<file path="config.mk">
export PLATFORM = sky130hd
export DESIGN_NAME = goertzel_tone_strength
export DESIGN_NICKNAME = d
export VERILOG_FILES = /design/src/rtl/gts_pkg.sv /design/src/rtl/gts_mul.sv /design/src/rtl/gts_div.sv /design/src/rtl/goertzel_tone_strength.sv
export SDC_FILE = /design/constraint.sdc
export NUM_CORES = 2
export LEC_CHECK = 0
export ABC_CLOCK_PERIOD_IN_PS = 5890
export CAP_MARGIN = 10
export CORE_MARGIN = 2
export CORE_UTILIZATION = 60
export CTS_CLUSTER_DIAMETER = 100
export DETAILED_ROUTE_END_ITERATION = 7
export DONT_BUFFER_PORTS = 1
export PLACE_DENSITY_LB_ADDON = 0.15
export SYNTH_ARGS = -nofsm -noshare
export SYNTH_HDL_FRONTEND = slang
export SYNTH_SLANG_ARGS = --single-unit
export TNS_END_PERCENT = 1
</file>
<file path="constraint.sdc">
create_clock -name clk -period 5.89 [get_ports clk]
set_input_delay 1.178 -clock clk [delete_from_list [all_inputs] [get_ports clk]]
set_output_delay 1.178 -clock clk [all_outputs]
set_load 0.02 [all_outputs]
</file>
<file path="src/rtl/gts_pkg.sv">
package gts_pkg;

  localparam int SMP_W     = 16;
  localparam int ST_W      = 48;
  localparam int COEF_B_W  = 19;
  localparam int COEF_W    = 18;
  localparam int NW        = 13;
  localparam int OUT_W     = 40;
  localparam int Y_W       = 54;
  localparam int FRAC_SH   = 16;
  localparam int X_SH      = 8;

  // digit-serial multiplier
  localparam int MA_W      = 56;
  localparam int DIG_W     = 4;
  localparam int NDIG      = MA_W / DIG_W;
  localparam int PROD_W    = 2 * MA_W;

  localparam int SUM_W     = 108;
  localparam int DVS_SH    = 7;
  localparam int DVS_W     = 2 * NW + DVS_SH;

  localparam int GTS_MAX_BLOCK = 4096;
  localparam logic [NW-1:0] BLK_RST = NW'(205);

  localparam int CFG_AW    = 5;
  localparam int CFG_DW    = 32;
  localparam int RI_W      = 3;

  localparam logic [RI_W-1:0] REG_COEF_B    = 3'd0;
  localparam logic [RI_W-1:0] REG_C_REAL    = 3'd1;
  localparam logic [RI_W-1:0] REG_C_IMAG    = 3'd2;
  localparam logic [RI_W-1:0] REG_D_REAL    = 3'd3;
  localparam logic [RI_W-1:0] REG_D_IMAG    = 3'd4;
  localparam logic [RI_W-1:0] REG_BLOCK_LEN = 3'd5;

endpackage

</file>
<file path="src/rtl/gts_mul.sv">
module gts_mul
  import gts_pkg::*;
(
  input  logic                     clk,
  input  logic                     rst_n,
  input  logic                     go,
  input  logic signed [MA_W-1:0]   a,
  input  logic signed [MA_W-1:0]   b,
  output logic                     done,
  output logic [PROD_W-1:0]        prod
);

  localparam int DC_W = $clog2(NDIG);

  logic [MA_W-1:0]           sh_r, sh_nxt;
  logic signed [MA_W-1:0]    b_r, b_nxt;
  logic signed [MA_W+DIG_W:0] acc_r, acc_nxt;
  logic [DC_W-1:0]           cnt_r, cnt_nxt;
  logic                      busy_r, busy_nxt;
  logic                      done_r, done_nxt;

  logic [DIG_W-1:0]          dig;
  logic                      top_dig;
  logic signed [DIG_W:0]     dsg;
  logic signed [MA_W+DIG_W:0] pp;
  logic signed [MA_W+DIG_W:0] sum;

  // a is consumed low digit first; product digits fill sh_r from the top
  always_comb begin
    dig     = sh_r[DIG_W-1:0];
    top_dig = (cnt_r == DC_W'(NDIG - 1));
    dsg     = top_dig ? $signed({dig[DIG_W-1], dig}) : $signed({1'b0, dig});
    pp      = dsg * b_r;
    sum     = acc_r + pp;

    sh_nxt   = sh_r;
    b_nxt    = b_r;
    acc_nxt  = acc_r;
    cnt_nxt  = cnt_r;
    busy_nxt = busy_r;
    done_nxt = 1'b0;

    if (go) begin
      sh_nxt   = a;
      b_nxt    = b;
      acc_nxt  = '0;
      cnt_nxt  = '0;
      busy_nxt = 1'b1;
    end else if (busy_r) begin
      sh_nxt  = {sum[DIG_W-1:0], sh_r[MA_W-1:DIG_W]};
      acc_nxt = sum >>> DIG_W;
      cnt_nxt = cnt_r + 1'b1;
      if (top_dig) begin
        busy_nxt = 1'b0;
        done_nxt = 1'b1;
      end
    end
  end

  always_ff @(posedge clk) begin
    if (!rst_n) begin
      busy_r <= 1'b0;
      done_r <= 1'b0;
    end else begin
      busy_r <= busy_nxt;
      done_r <= done_nxt;
    end
    sh_r  <= sh_nxt;
    b_r   <= b_nxt;
    acc_r <= acc_nxt;
    cnt_r <= cnt_nxt;
  end

  assign done = done_r;
  assign prod = {acc_r[MA_W-1:0], sh_r};

endmodule

</file>
<file path="src/rtl/gts_div.sv">
module gts_div
  import gts_pkg::*;
(
  input  logic               clk,
  input  logic               rst_n,
  input  logic               go,
  input  logic [SUM_W-1:0]   num,
  input  logic [DVS_W-1:0]   dvs,
  output logic               done,
  output logic [OUT_W-1:0]   quo
);

  localparam int CNT_W = $clog2(OUT_W);
  localparam int HI_W  = SUM_W - OUT_W;

  logic [DVS_W-1:0] rem_r, rem_nxt;
  logic [OUT_W-1:0] q_r, q_nxt;
  logic [DVS_W-1:0] dvs_r, dvs_nxt;
  logic [CNT_W-1:0] cnt_r, cnt_nxt;
  logic             busy_r, busy_nxt;
  logic             done_r, done_nxt;

  logic [DVS_W:0]   r2;
  logic [DVS_W:0]   diff;
  logic             ge;

  // quotient >= 2^OUT_W exactly when num / 2^OUT_W >= dvs; else the
  // partial remainder starts below dvs and OUT_W restoring steps finish it
  always_comb begin
    r2   = {rem_r, q_r[OUT_W-1]};
    diff = r2 - {1'b0, dvs_r};
    ge   = (r2 >= {1'b0, dvs_r});

    rem_nxt  = rem_r;
    q_nxt    = q_r;
    dvs_nxt  = dvs_r;
    cnt_nxt  = cnt_r;
    busy_nxt = busy_r;
    done_nxt = 1'b0;

    if (go) begin
      dvs_nxt = dvs;
      cnt_nxt = '0;
      if (num[SUM_W-1:OUT_W] >= HI_W'(dvs)) begin
        q_nxt    = '1;
        done_nxt = 1'b1;
      end else begin
        rem_nxt  = num[OUT_W +: DVS_W];
        q_nxt    = num[OUT_W-1:0];
        busy_nxt = 1'b1;
      end
    end else if (busy_r) begin
      rem_nxt = ge ? diff[DVS_W-1:0] : r2[DVS_W-1:0];
      q_nxt   = {q_r[OUT_W-2:0], ge};
      cnt_nxt = cnt_r + 1'b1;
      if (cnt_r == CNT_W'(OUT_W - 1)) begin
        busy_nxt = 1'b0;
        done_nxt = 1'b1;
      end
    end
  end

  always_ff @(posedge clk) begin
    if (!rst_n) begin
      busy_r <= 1'b0;
      done_r <= 1'b0;
    end else begin
      busy_r <= busy_nxt;
      done_r <= done_nxt;
    end
    rem_r <= rem_nxt;
    q_r   <= q_nxt;
    dvs_r <= dvs_nxt;
    cnt_r <= cnt_nxt;
  end

  assign done = done_r;
  assign quo  = q_r;

endmodule

</file>
<file path="src/rtl/goertzel_tone_strength.sv">
// Goertzel single-bin tone detector. Samples arrive on in_tdata with in_tlast marking the
// final sample of a block; that sample produces one out_tdata word holding 2*|y|^2/N^2 as
// unsigned Q32.8, saturated. All products go through one 4-bit-digit serial multiplier, and
// a new sample is not taken until the multiplier has finished with the one before. A sample
// marked last runs nine products and a 40-step bit-serial divide; the divide steps are
// skipped when the quotient saturates or N is zero. The next block's first sample is taken
// as soon as the result has been loaded into the output register, even while that word is
// still waiting. An earlier word still waiting in the output register holds off the load
// until it is taken. The coefficients and block length must be written through the cfg_ APB
// port only while idle; the block does not enforce this. block_len above MAX_BLOCK is
// clamped, and a block length of zero gives all ones.
module goertzel_tone_strength
  import gts_pkg::*;
#(
  parameter int MAX_BLOCK = GTS_MAX_BLOCK
) (
  input  logic                clk,
  input  logic                rst_n,

  input  logic                in_tvalid,
  output logic                in_tready,
  input  logic [SMP_W-1:0]    in_tdata,     // [15:0] sample
  input  logic                in_tlast,

  output logic                out_tvalid,
  input  logic                out_tready,
  output logic [OUT_W-1:0]    out_tdata,    // [39:0] strength

  input  logic                cfg_psel,
  input  logic                cfg_penable,
  input  logic                cfg_pwrite,
  input  logic [CFG_AW-1:0]   cfg_paddr,
  input  logic [CFG_DW-1:0]   cfg_pwdata,
  output logic [CFG_DW-1:0]   cfg_prdata,
  output logic                cfg_pready
);

  localparam logic [NW-1:0] N_CAP =
    (MAX_BLOCK >= (1 << NW)) ? {NW{1'b1}} : NW'(MAX_BLOCK);

  typedef enum logic [1:0] {S_IDLE, S_MUL, S_DIV, S_OUT} state_t;

  typedef enum logic [3:0] {
    OP_B, OP_CR, OP_CI, OP_YR1, OP_YR2, OP_SQR, OP_YI1, OP_YI2, OP_SQI
  } op_t;

  state_t                       state_r, state_nxt;
  op_t                          op_r, op_nxt;
  logic                         mul_go_r, mul_go_nxt;
  logic                         div_go_r, div_go_nxt;
  logic signed [SMP_W-1:0]      x_r, x_nxt;
  logic                         last_r, last_nxt;
  logic signed [ST_W-1:0]       s1_r, s1_nxt;
  logic signed [ST_W-1:0]       s2_r, s2_nxt;
  logic signed [Y_W-1:0]        t_r, t_nxt;
  logic signed [Y_W-1:0]        ya_r, ya_nxt;
  logic signed [Y_W-1:0]        yb_r, yb_nxt;
  logic [SUM_W-1:0]             sum_r, sum_nxt;
  logic [DVS_W-1:0]             dvs_r, dvs_nxt;
  logic                         out_vld_r, out_vld_nxt;
  logic [OUT_W-1:0]             out_dat_r, out_dat_nxt;

  logic signed [COEF_B_W-1:0]   cb_r;
  logic signed [COEF_W-1:0]     cr_r;
  logic signed [COEF_W-1:0]     ci_r;
  logic signed [COEF_W-1:0]     dr_r;
  logic signed [COEF_W-1:0]     di_r;
  logic [NW-1:0]                blk_r;

  logic signed [MA_W-1:0]       mul_a;
  logic signed [MA_W-1:0]       mul_b;
  logic                         mul_done;
  logic [PROD_W-1:0]            mul_prod;
  logic                         div_done;
  logic [OUT_W-1:0]             div_quo;

  logic signed [Y_W-1:0]        q16;
  logic signed [ST_W-1:0]       xs;
  logic signed [ST_W-1:0]       s0;
  logic [NW-1:0]                n_eff;
  logic [2*NW-1:0]              n_sq;
  logic [RI_W-1:0]              cfg_idx;
  logic                         cfg_wr;

  gts_mul u_mul (
    .clk   (clk),
    .rst_n (rst_n),
    .go    (mul_go_r),
    .a     (mul_a),
    .b     (mul_b),
    .done  (mul_done),
    .prod  (mul_prod)
  );

  gts_div u_div (
    .clk   (clk),
    .rst_n (rst_n),
    .go    (div_go_r),
    .num   (sum_r),
    .dvs   (dvs_r),
    .done  (div_done),
    .quo   (div_quo)
  );

  // operands follow the op being started
  always_comb begin
    case (op_r)
      OP_B: begin
        mul_a = MA_W'(s1_r);
        mul_b = MA_W'(cb_r);
      end
      OP_CR: begin
        mul_a = MA_W'(s1_r);
        mul_b = MA_W'(cr_r);
      end
      OP_CI: begin
        mul_a = MA_W'(s1_r);
        mul_b = MA_W'(ci_r);
      end
      OP_YR1: begin
        mul_a = MA_W'(ya_r);
        mul_b = MA_W'(dr_r);
      end
      OP_YR2: begin
        mul_a = MA_W'(yb_r);
        mul_b = MA_W'(di_r);
      end
      OP_YI1: begin
        mul_a = MA_W'(ya_r);
        mul_b = MA_W'(di_r);
      end
      OP_YI2: begin
        mul_a = MA_W'(yb_r);
        mul_b = MA_W'(dr_r);
      end
      OP_SQR, OP_SQI: begin
        mul_a = MA_W'(t_r);
        mul_b = MA_W'(t_r);
      end
      default: begin
        mul_a = '0;
        mul_b = '0;
      end
    endcase
  end

  always_comb begin
    q16   = $signed(mul_prod[FRAC_SH +: Y_W]);
    xs    = $signed({{(ST_W-SMP_W-X_SH){x_r[SMP_W-1]}}, x_r, {X_SH{1'b0}}});
    s0    = $signed(mul_prod[FRAC_SH +: ST_W]) + xs - s2_r;
    n_eff = (blk_r > N_CAP) ? N_CAP : blk_r;
    n_sq  = n_eff * n_eff;

    state_nxt   = state_r;
    op_nxt      = op_r;
    mul_go_nxt  = 1'b0;
    div_go_nxt  = 1'b0;
    x_nxt       = x_r;
    last_nxt    = last_r;
    s1_nxt      = s1_r;
    s2_nxt      = s2_r;
    t_nxt       = t_r;
    ya_nxt      = ya_r;
    yb_nxt      = yb_r;
    sum_nxt     = sum_r;
    dvs_nxt     = dvs_r;
    out_vld_nxt = out_vld_r;
    out_dat_nxt = out_dat_r;

    if (out_vld_r && out_tready) begin
      out_vld_nxt = 1'b0;
    end

    case (state_r)
      S_IDLE: begin
        if (in_tvalid) begin
          x_nxt      = $signed(in_tdata);
          last_nxt   = in_tlast;
          dvs_nxt    = {n_sq, {DVS_SH{1'b0}}};
          op_nxt     = OP_B;
          mul_go_nxt = 1'b1;
          state_nxt  = S_MUL;
        end
      end
      S_MUL: begin
        if (mul_done) begin
          mul_go_nxt = 1'b1;
          case (op_r)
            OP_B: begin
              if (!last_r) begin
                s2_nxt     = s1_r;
                s1_nxt     = s0;
                mul_go_nxt = 1'b0;
                state_nxt  = S_IDLE;
              end else begin
                t_nxt  = Y_W'(s0);
                op_nxt = OP_CR;
              end
            end
            OP_CR: begin
              ya_nxt = t_r - q16;
              op_nxt = OP_CI;
            end
            OP_CI: begin
              yb_nxt = q16;
              s1_nxt = '0;
              s2_nxt = '0;
              op_nxt = OP_YR1;
            end
            OP_YR1: begin
              t_nxt  = q16;
              op_nxt = OP_YR2;
            end
            OP_YR2: begin
              t_nxt  = t_r - q16;
              op_nxt = OP_SQR;
            end
            OP_SQR: begin
              sum_nxt = mul_prod[SUM_W-1:0];
              op_nxt  = OP_YI1;
            end
            OP_YI1: begin
              t_nxt  = q16;
              op_nxt = OP_YI2;
            end
            OP_YI2: begin
              t_nxt  = t_r + q16;
              op_nxt = OP_SQI;
            end
            OP_SQI: begin
              sum_nxt    = sum_r + mul_prod[SUM_W-1:0];
              mul_go_nxt = 1'b0;
              div_go_nxt = 1'b1;
              state_nxt  = S_DIV;
            end
            default: begin
              mul_go_nxt = 1'b0;
              state_nxt  = S_IDLE;
            end
          endcase
        end
      end
      S_DIV: begin
        if (div_done) begin
          state_nxt = S_OUT;
        end
      end
      S_OUT: begin
        if (!out_vld_r || out_tready) begin
          out_dat_nxt = div_quo;
          out_vld_nxt = 1'b1;
          state_nxt   = S_IDLE;
        end
      end
      default: begin
        state_nxt = S_IDLE;
      end
    endcase
  end

  assign cfg_idx = cfg_paddr[CFG_AW-1:2];
  assign cfg_wr  = cfg_psel && cfg_penable && cfg_pwrite;

  always_ff @(posedge clk) begin
    if (!rst_n) begin
      state_r   <= S_IDLE;
      op_r      <= OP_B;
      mul_go_r  <= 1'b0;
      div_go_r  <= 1'b0;
      s1_r      <= '0;
      s2_r      <= '0;
      out_vld_r <= 1'b0;
      cb_r      <= '0;
      cr_r      <= '0;
      ci_r      <= '0;
      dr_r      <= '0;
      di_r      <= '0;
      blk_r     <= BLK_RST;
    end else begin
      state_r   <= state_nxt;
      op_r      <= op_nxt;
      mul_go_r  <= mul_go_nxt;
      div_go_r  <= div_go_nxt;
      s1_r      <= s1_nxt;
      s2_r      <= s2_nxt;
      out_vld_r <= out_vld_nxt;
      if (cfg_wr) begin
        case (cfg_idx)
          REG_COEF_B:    cb_r  <= $signed(cfg_pwdata[COEF_B_W-1:0]);
          REG_C_REAL:    cr_r  <= $signed(cfg_pwdata[COEF_W-1:0]);
          REG_C_IMAG:    ci_r  <= $signed(cfg_pwdata[COEF_W-1:0]);
          REG_D_REAL:    dr_r  <= $signed(cfg_pwdata[COEF_W-1:0]);
          REG_D_IMAG:    di_r  <= $signed(cfg_pwdata[COEF_W-1:0]);
          REG_BLOCK_LEN: blk_r <= cfg_pwdata[NW-1:0];
          default: ;
        endcase
      end
    end
    x_r       <= x_nxt;
    last_r    <= last_nxt;
    t_r       <= t_nxt;
    ya_r      <= ya_nxt;
    yb_r      <= yb_nxt;
    sum_r     <= sum_nxt;
    dvs_r     <= dvs_nxt;
    out_dat_r <= out_dat_nxt;
  end

  always_comb begin
    case (cfg_idx)
      REG_COEF_B:    cfg_prdata = {{(CFG_DW-COEF_B_W){1'b0}}, cb_r};
      REG_C_REAL:    cfg_prdata = {{(CFG_DW-COEF_W){1'b0}}, cr_r};
      REG_C_IMAG:    cfg_prdata = {{(CFG_DW-COEF_W){1'b0}}, ci_r};
      REG_D_REAL:    cfg_prdata = {{(CFG_DW-COEF_W){1'b0}}, dr_r};
      REG_D_IMAG:    cfg_prdata = {{(CFG_DW-COEF_W){1'b0}}, di_r};
      REG_BLOCK_LEN: cfg_prdata = {{(CFG_DW-NW){1'b0}}, blk_r};
      default:       cfg_prdata = '0;
    endcase
  end

  assign cfg_pready = 1'b1;
  assign in_tready  = (state_r == S_IDLE);
  assign out_tvalid = out_vld_r;
  assign out_tdata  = out_dat_r;

endmodule

</file>
Word level (Yosys, flattened, before mapping)
Index checks and enable logic that the tools add are counted.
- register bits after elaboration: 844
- input port bits: 61
- output and inout bits: 75
- logic and storage cells: 171
- add/sub/neg operators: 9
- $mul: 2
- magnitude comparators: 3
- eq/ne operators: 29
- mux-type cells: 54
- bitwise gates (word level): 2
- reductions and logical operators: 39
- operator list (cell ; number):
    one-hot mux 56 bit (6 select lines) ; 1
    one-hot mux 56 bit (4 select lines) ; 1
    one-hot mux 108 bit (2 select lines) ; 1
    one-hot mux 54 bit (4 select lines) ; 1
    one-hot mux 48 bit (2 select lines) ; 2
    two-way mux 33 bit ; 4
    two-way mux 40 bit ; 3
    one-hot mux 19 bit (6 select lines) ; 1
    two-way mux 56 bit ; 2
    adder 108 bit ; 1
    two-way mux 48 bit ; 2
    >= comparator 68 x 33 -> 1 bit ; 1
    adder 57 x 61 -> 61 bit ; 1
    multiplier 5 x 56 -> 61 bit ; 1
    adder 54 bit ; 1
    two-way mux 54 bit ; 1
    subtractor 54 bit ; 1
    adder 48 x 24 -> 48 bit ; 1
    subtractor 48 bit ; 1
    >= comparator 34 x 33 -> 1 bit ; 1
    subtractor 33 bit ; 1
    one-hot mux 4 bit (8 select lines) ; 1
    multiplier 13 x 13 -> 26 bit ; 1
    two-way mux 1 bit ; 19
    42 further kinds ; 88

Depth between registers and ports, before layout
- depth after elaboration: 6
- mapped depth: 26
- mapped depth without buffers: 24

Cells and area by module
From an unflattened synthesis, not the netlist that was laid out.
- cells, all modules: 7760
- area, all modules: 70189.8 um2
- modules (own cells, without submodules) (module ; instances ; cells an instance ; area each (um2) ; sequential area each (um2)):
    goertzel_tone_strength ; 1 ; 5077 ; 44104.8 ; 14754.2
    gts_mul ; 1 ; 1890 ; 18270.0 ; 4624.4
    gts_div ; 1 ; 793 ; 7815.0 ; 3343.2

Worst setup path after synthesis
No wires, ideal clock.
- path type: register to register
- start: reg blk_r[12]
- end: reg dvs_r[30], data pin
- library setup time: 0.269 ns
- arrival time: 6.242 ns
- required time: 5.621 ns
- path slack: -0.622 ns
- cell stages (with the launch flop): 26
- path buffers: 2
- period minus slack after synthesis: 6.512 ns
- cells stage by stage: dfxtp_1 > clkbuf_1 > nor2b_1 > clkbuf_1 > nand2_1 > inv_1 > fa_1 > inv_1 > fa_1 > inv_1 > fa_1 > fa_1 > inv_1 > fa_1 > inv_1 > ha_1 > a21o_1 > a21o_1 > a21oi_1 > o21ai_0 > and3_1 > o31a_1 > or4_1 > a31oi_1 > o21ai_0 > xor2_1
- word-level cells in the longest chain between the ends: 3
- RTL lines (element ; RTL line ; source):
    from (decl) ; goertzel_tone_strength.sv:68 ; logic [NW-1:0] blk_r;
    from (signal assigned) ; goertzel_tone_strength.sv:294 ; REG_BLOCK_LEN: blk_r <= cfg_pwdata[NW-1:0];
    greater-than comparator 13 bit ; goertzel_tone_strength.sv:151 ; n_eff = (blk_r > N_CAP) ? N_CAP : blk_r;
    two-way mux 13 bit (*) ; goertzel_tone_strength.sv:151 ;
    multiplier 13 x 13 -> 26 bit (*) ; goertzel_tone_strength.sv:152 ; n_sq = n_eff * n_eff;
    named net n_sq[23] ; goertzel_tone_strength.sv:81 ; logic [2*NW-1:0] n_sq;
    to (signal assigned) ; goertzel_tone_strength.sv:305 ; dvs_r <= dvs_nxt;
    to (decl) ; goertzel_tone_strength.sv:59 ; logic [DVS_W-1:0] dvs_r, dvs_nxt;
The timed path passes the listed nets; every way through them passes the cells marked *.
A chain may end at the register's enable or synchronous reset.

Worst setup path after layout
- start: reg u_mul.cnt_r[1]
- end: reg u_mul.acc_r[53]
- word-level cells in the longest chain between the ends: 4
- RTL lines (element ; RTL line ; source):
    from (decl) ; gts_mul.sv:18 ; logic [DC_W-1:0] cnt_r, cnt_nxt;
    from (signal assigned) ; gts_mul.sv:71 ; cnt_r <= cnt_nxt;
    equality test 4 bit ; gts_mul.sv:31 ; top_dig = (cnt_r == DC_W'(NDIG - 1));
    two-way mux 5 bit ; gts_mul.sv:32 ; dsg = top_dig ? $signed({dig[DIG_W-1], dig}) : $signed({1'b0, dig});
    multiplier 5 x 56 -> 61 bit ; gts_mul.sv:33 ; pp = dsg * b_r;
    adder 57 x 61 -> 61 bit ; gts_mul.sv:34 ; sum = acc_r + pp;
    to (signal assigned) ; gts_mul.sv:70 ; acc_r <= acc_nxt;
    to (decl) ; gts_mul.sv:17 ; logic signed [MA_W+DIG_W:0] acc_r, acc_nxt;
No other way between the ends.

==> results_dict.tcl <==
set metrics [dict create \
    post-route-period-util 1.02 \
    dpl.hpwl_um 171000 \
    cts_buffers 96 \
    coreArea_um2 112000 \
    violations "setup timing" \
    ant_nets 0 \
    p_per_area_nw_per_um2 377 \
    drt_iter0_drc 6362 \
    start_kind "flip-flop" \
    finalSetupTns_ps -755 \
    crit_arrival_ps 6660 \
    dieArea_um2 116000 \
    maxSlewViolCount 0 \
    syn_area_um2 68100 \
    setup_slack_ps -135 \
    grt_max_degree 149 \
    ys_types 111 \
    num_rows 123 \
    run_status "finished, violations left" \
    postSynth.asyncResetShare 0 \
    routedWlPerCell_um 24.2 \
    drc 0 \
    cts_buffer_depth 3 \
    vias 58400 \
    die_h_um 341 \
    postLayoutCellArea_um2 75300 \
    cpPeakStageDelay_ps 540 \
    grt_pass1_vias 56700 \
    crit_path_max_fanout 4 \
    die_x_um 341 \
    yosys.area.top_type "edfxtp_1" \
    clk_latency_ps 740 \
    fmax_mhz 166 \
    setup_violations 13 \
    gr-total-overflow 0 \
    portBuffers 0 \
    grt_use_total 0.382 \
    cp_slowest_cell "fa_1" \
    worst-path-buf-inv 6 \
    ctsHtreeMaxLevel 3 \
    cp.required_ps 6530 \
    postSynthCellCount 7639 \
    ys_top_cells_by_count "nand2_1 (914), inv_1 (752), a21oi_1 (685), nor2_1 (588), edfxtp_1 (560)" \
    place_area_um2 71300 \
    syn_area_per_cell_um2 8.92 \
    cpLargestDelayFamily "adder cells" \
    synthFlopType "edfxtp_1" \
    drive_above_1_share 0.105 \
    cts_tree "yes" \
    drv_cap 0 \
    route.final.wire_length_um 225000 \
    place.gp.congestion 1.01 \
    grt_pass1_wl_um 342000 \
    p_leak_nw 31.5 \
    synth_top_area_share 0.247 \
    yosysMostFrequentCell "nand2_1" \
    clock-sinks 840 \
    synth-edff-count 560 \
    hp-class "reg -> reg" \
    hold_slack_ps 450 \
    cts_root_buffer "clkbuf_16" \
    finish.utilization 0.669 \
    period_minus_slack_ps 6030 \
    ir_worst_vdd_uv 367 \
    initial_utilization 0.606 \
    end_kind "flip-flop" \
    synth_seq_area_share 0.329 \
    io_pins 136 \
    dr.pass1.iters 7 \
    antenna_found_initial 7 \
    synth_area_leaders "edfxtp_1 (25%), fa_1 (11%), ha_1 (9.3%), dfxtp_1 (8.2%), nand2_1 (5.0%)" \
    path_clk_slew_ps 70 \
    synthToLayoutAreaGrowth_pct 10.6 \
    p_total_mw 28.4 \
    nets 8639 \
    hold_viol_final 0 \
    relSlewSlack 0.119 \
    fin_worst_skew_ps 54.0 \
    critPathKind "reg -> reg" \
    grt_setup_unrepaired "yes" \
    ys_warn_count 0 \
    synth-seq-cells 840 \
    viasPerCell 6.28 \
    worst_pin_slew_ps 1310 \
]
-- per-stage QoR --
step / setup slack (ps) / cells
2_1_floorplan: -337 / 7669
3_3_place_gp: -614 / 9095
3_5_place_dp: -637 / 9095
4_1_cts: -174 / 9289
5_1_grt: -338 / 9290
6_report: -135 / 9291
-- cell usage in the layout, fill, tap and decap left out, types with 25 or more instances in the layout --
master,n
o21bai_1,92
inv_1,741
mux2i_1,73
xor2_1,108
nand2_1,905
edfxtp_1,560
nor3_1,55
dfxtp_1,272
nor4_1,32
ha_1,493
or2_2,69
a211oi_1,50
o31ai_1,38
a21oi_1,668
nor2b_1,58
a21o_1,192
or3_1,25
conb_1,32
a22oi_1,157
clkbuf_16,99
nand2b_1,40
and2_1,153
o22ai_1,51
buf_4,351
nand3_1,97
fa_1,361
a222oi_1,27
o211ai_1,26
clkinv_2,25
o21a_1,31
nand4_1,101
and3_1,51
a31oi_1,36
nor2_1,579
o21ai_0,369
xnor2_1,230
-- layer usage --
metal,part of all wire,track usage,wire [um],vias to the layer above
li1,-,-,-,26700
met2,0.44,0.591,99500,2740
met3,0.088,0.0628,19700,523
met5,0.00030,0,67,-
met1,0.42,0.530,93500,28400
met4,0.053,0.171,11900,10
-- power by group --
part	internal [mW]	switching (mW)	total, mW
Combinational	6.41	8.56	15.0
Clock	3.54	2.75	6.30
Sequential	6.76	0.352	7.11
Total	16.7	11.7	28.4
-- worst paths after layout --
| check | startpoint | to | slack (ps) | depth (start not counted) |
|---|---|---|---|---|
| setup / recovery | u_mul.cnt_r[1] | u_mul.acc_r[53] | -140 | 26 |
| hold / removal | dvs_r[17] | u_div.dvs_r[17] | 450 | 0 |
| setup reg to reg | u_mul.cnt_r[1] | u_mul.acc_r[53] | -140 | 26 |
| hold reg to reg | dvs_r[17] | u_div.dvs_r[17] | 450 | 0 |
-- cell type report --
cell class	count	area, um2
Sequential cell	840	22400
Inverter	755	2840
Timing Repair Buffer	368	2900
Antenna cell	1	2.50
Clock buffer	130	2710
Fill cell	9254	37200
Tap cell	1500	1880
Clock inverter	51	586
Multi-Input combinational cell	5646	42000
-- flip-flops by register name, summed over array words and instances, names as in the netlist, 19 cells and up --
register and cells:
u_mul.sh_r 56, sum_r 108, s1_r 48, dvs_r 25, s2_r 48, ya_r 54
u_div.quo 40, t_r 54, out_tdata 40, u_mul.b_r 54, cb_r 19, yb_r 54
u_mul.acc_r 57, u_div.rem_r 33, u_div.dvs_r 25
-- cell families after synthesis --
group           Yosys count  synth area share
simple gates           2269             0.152
compound gates         2038             0.192
flops                   840             0.329
other cells               2          0.000110
mux                      98            0.0160
xor+xnor                338            0.0435
buf+inv                1183            0.0665
fa+ha+maj               871             0.200
-- timing repair --
item                       in CTS  in global routing
setup endpoints to repair      24                 26
pin swaps                      63                 15
gates resized for setup        94                 38
setup buffers                  13                  1
hold buffers                    0                  0
Power figures use the tool's default switching activity.
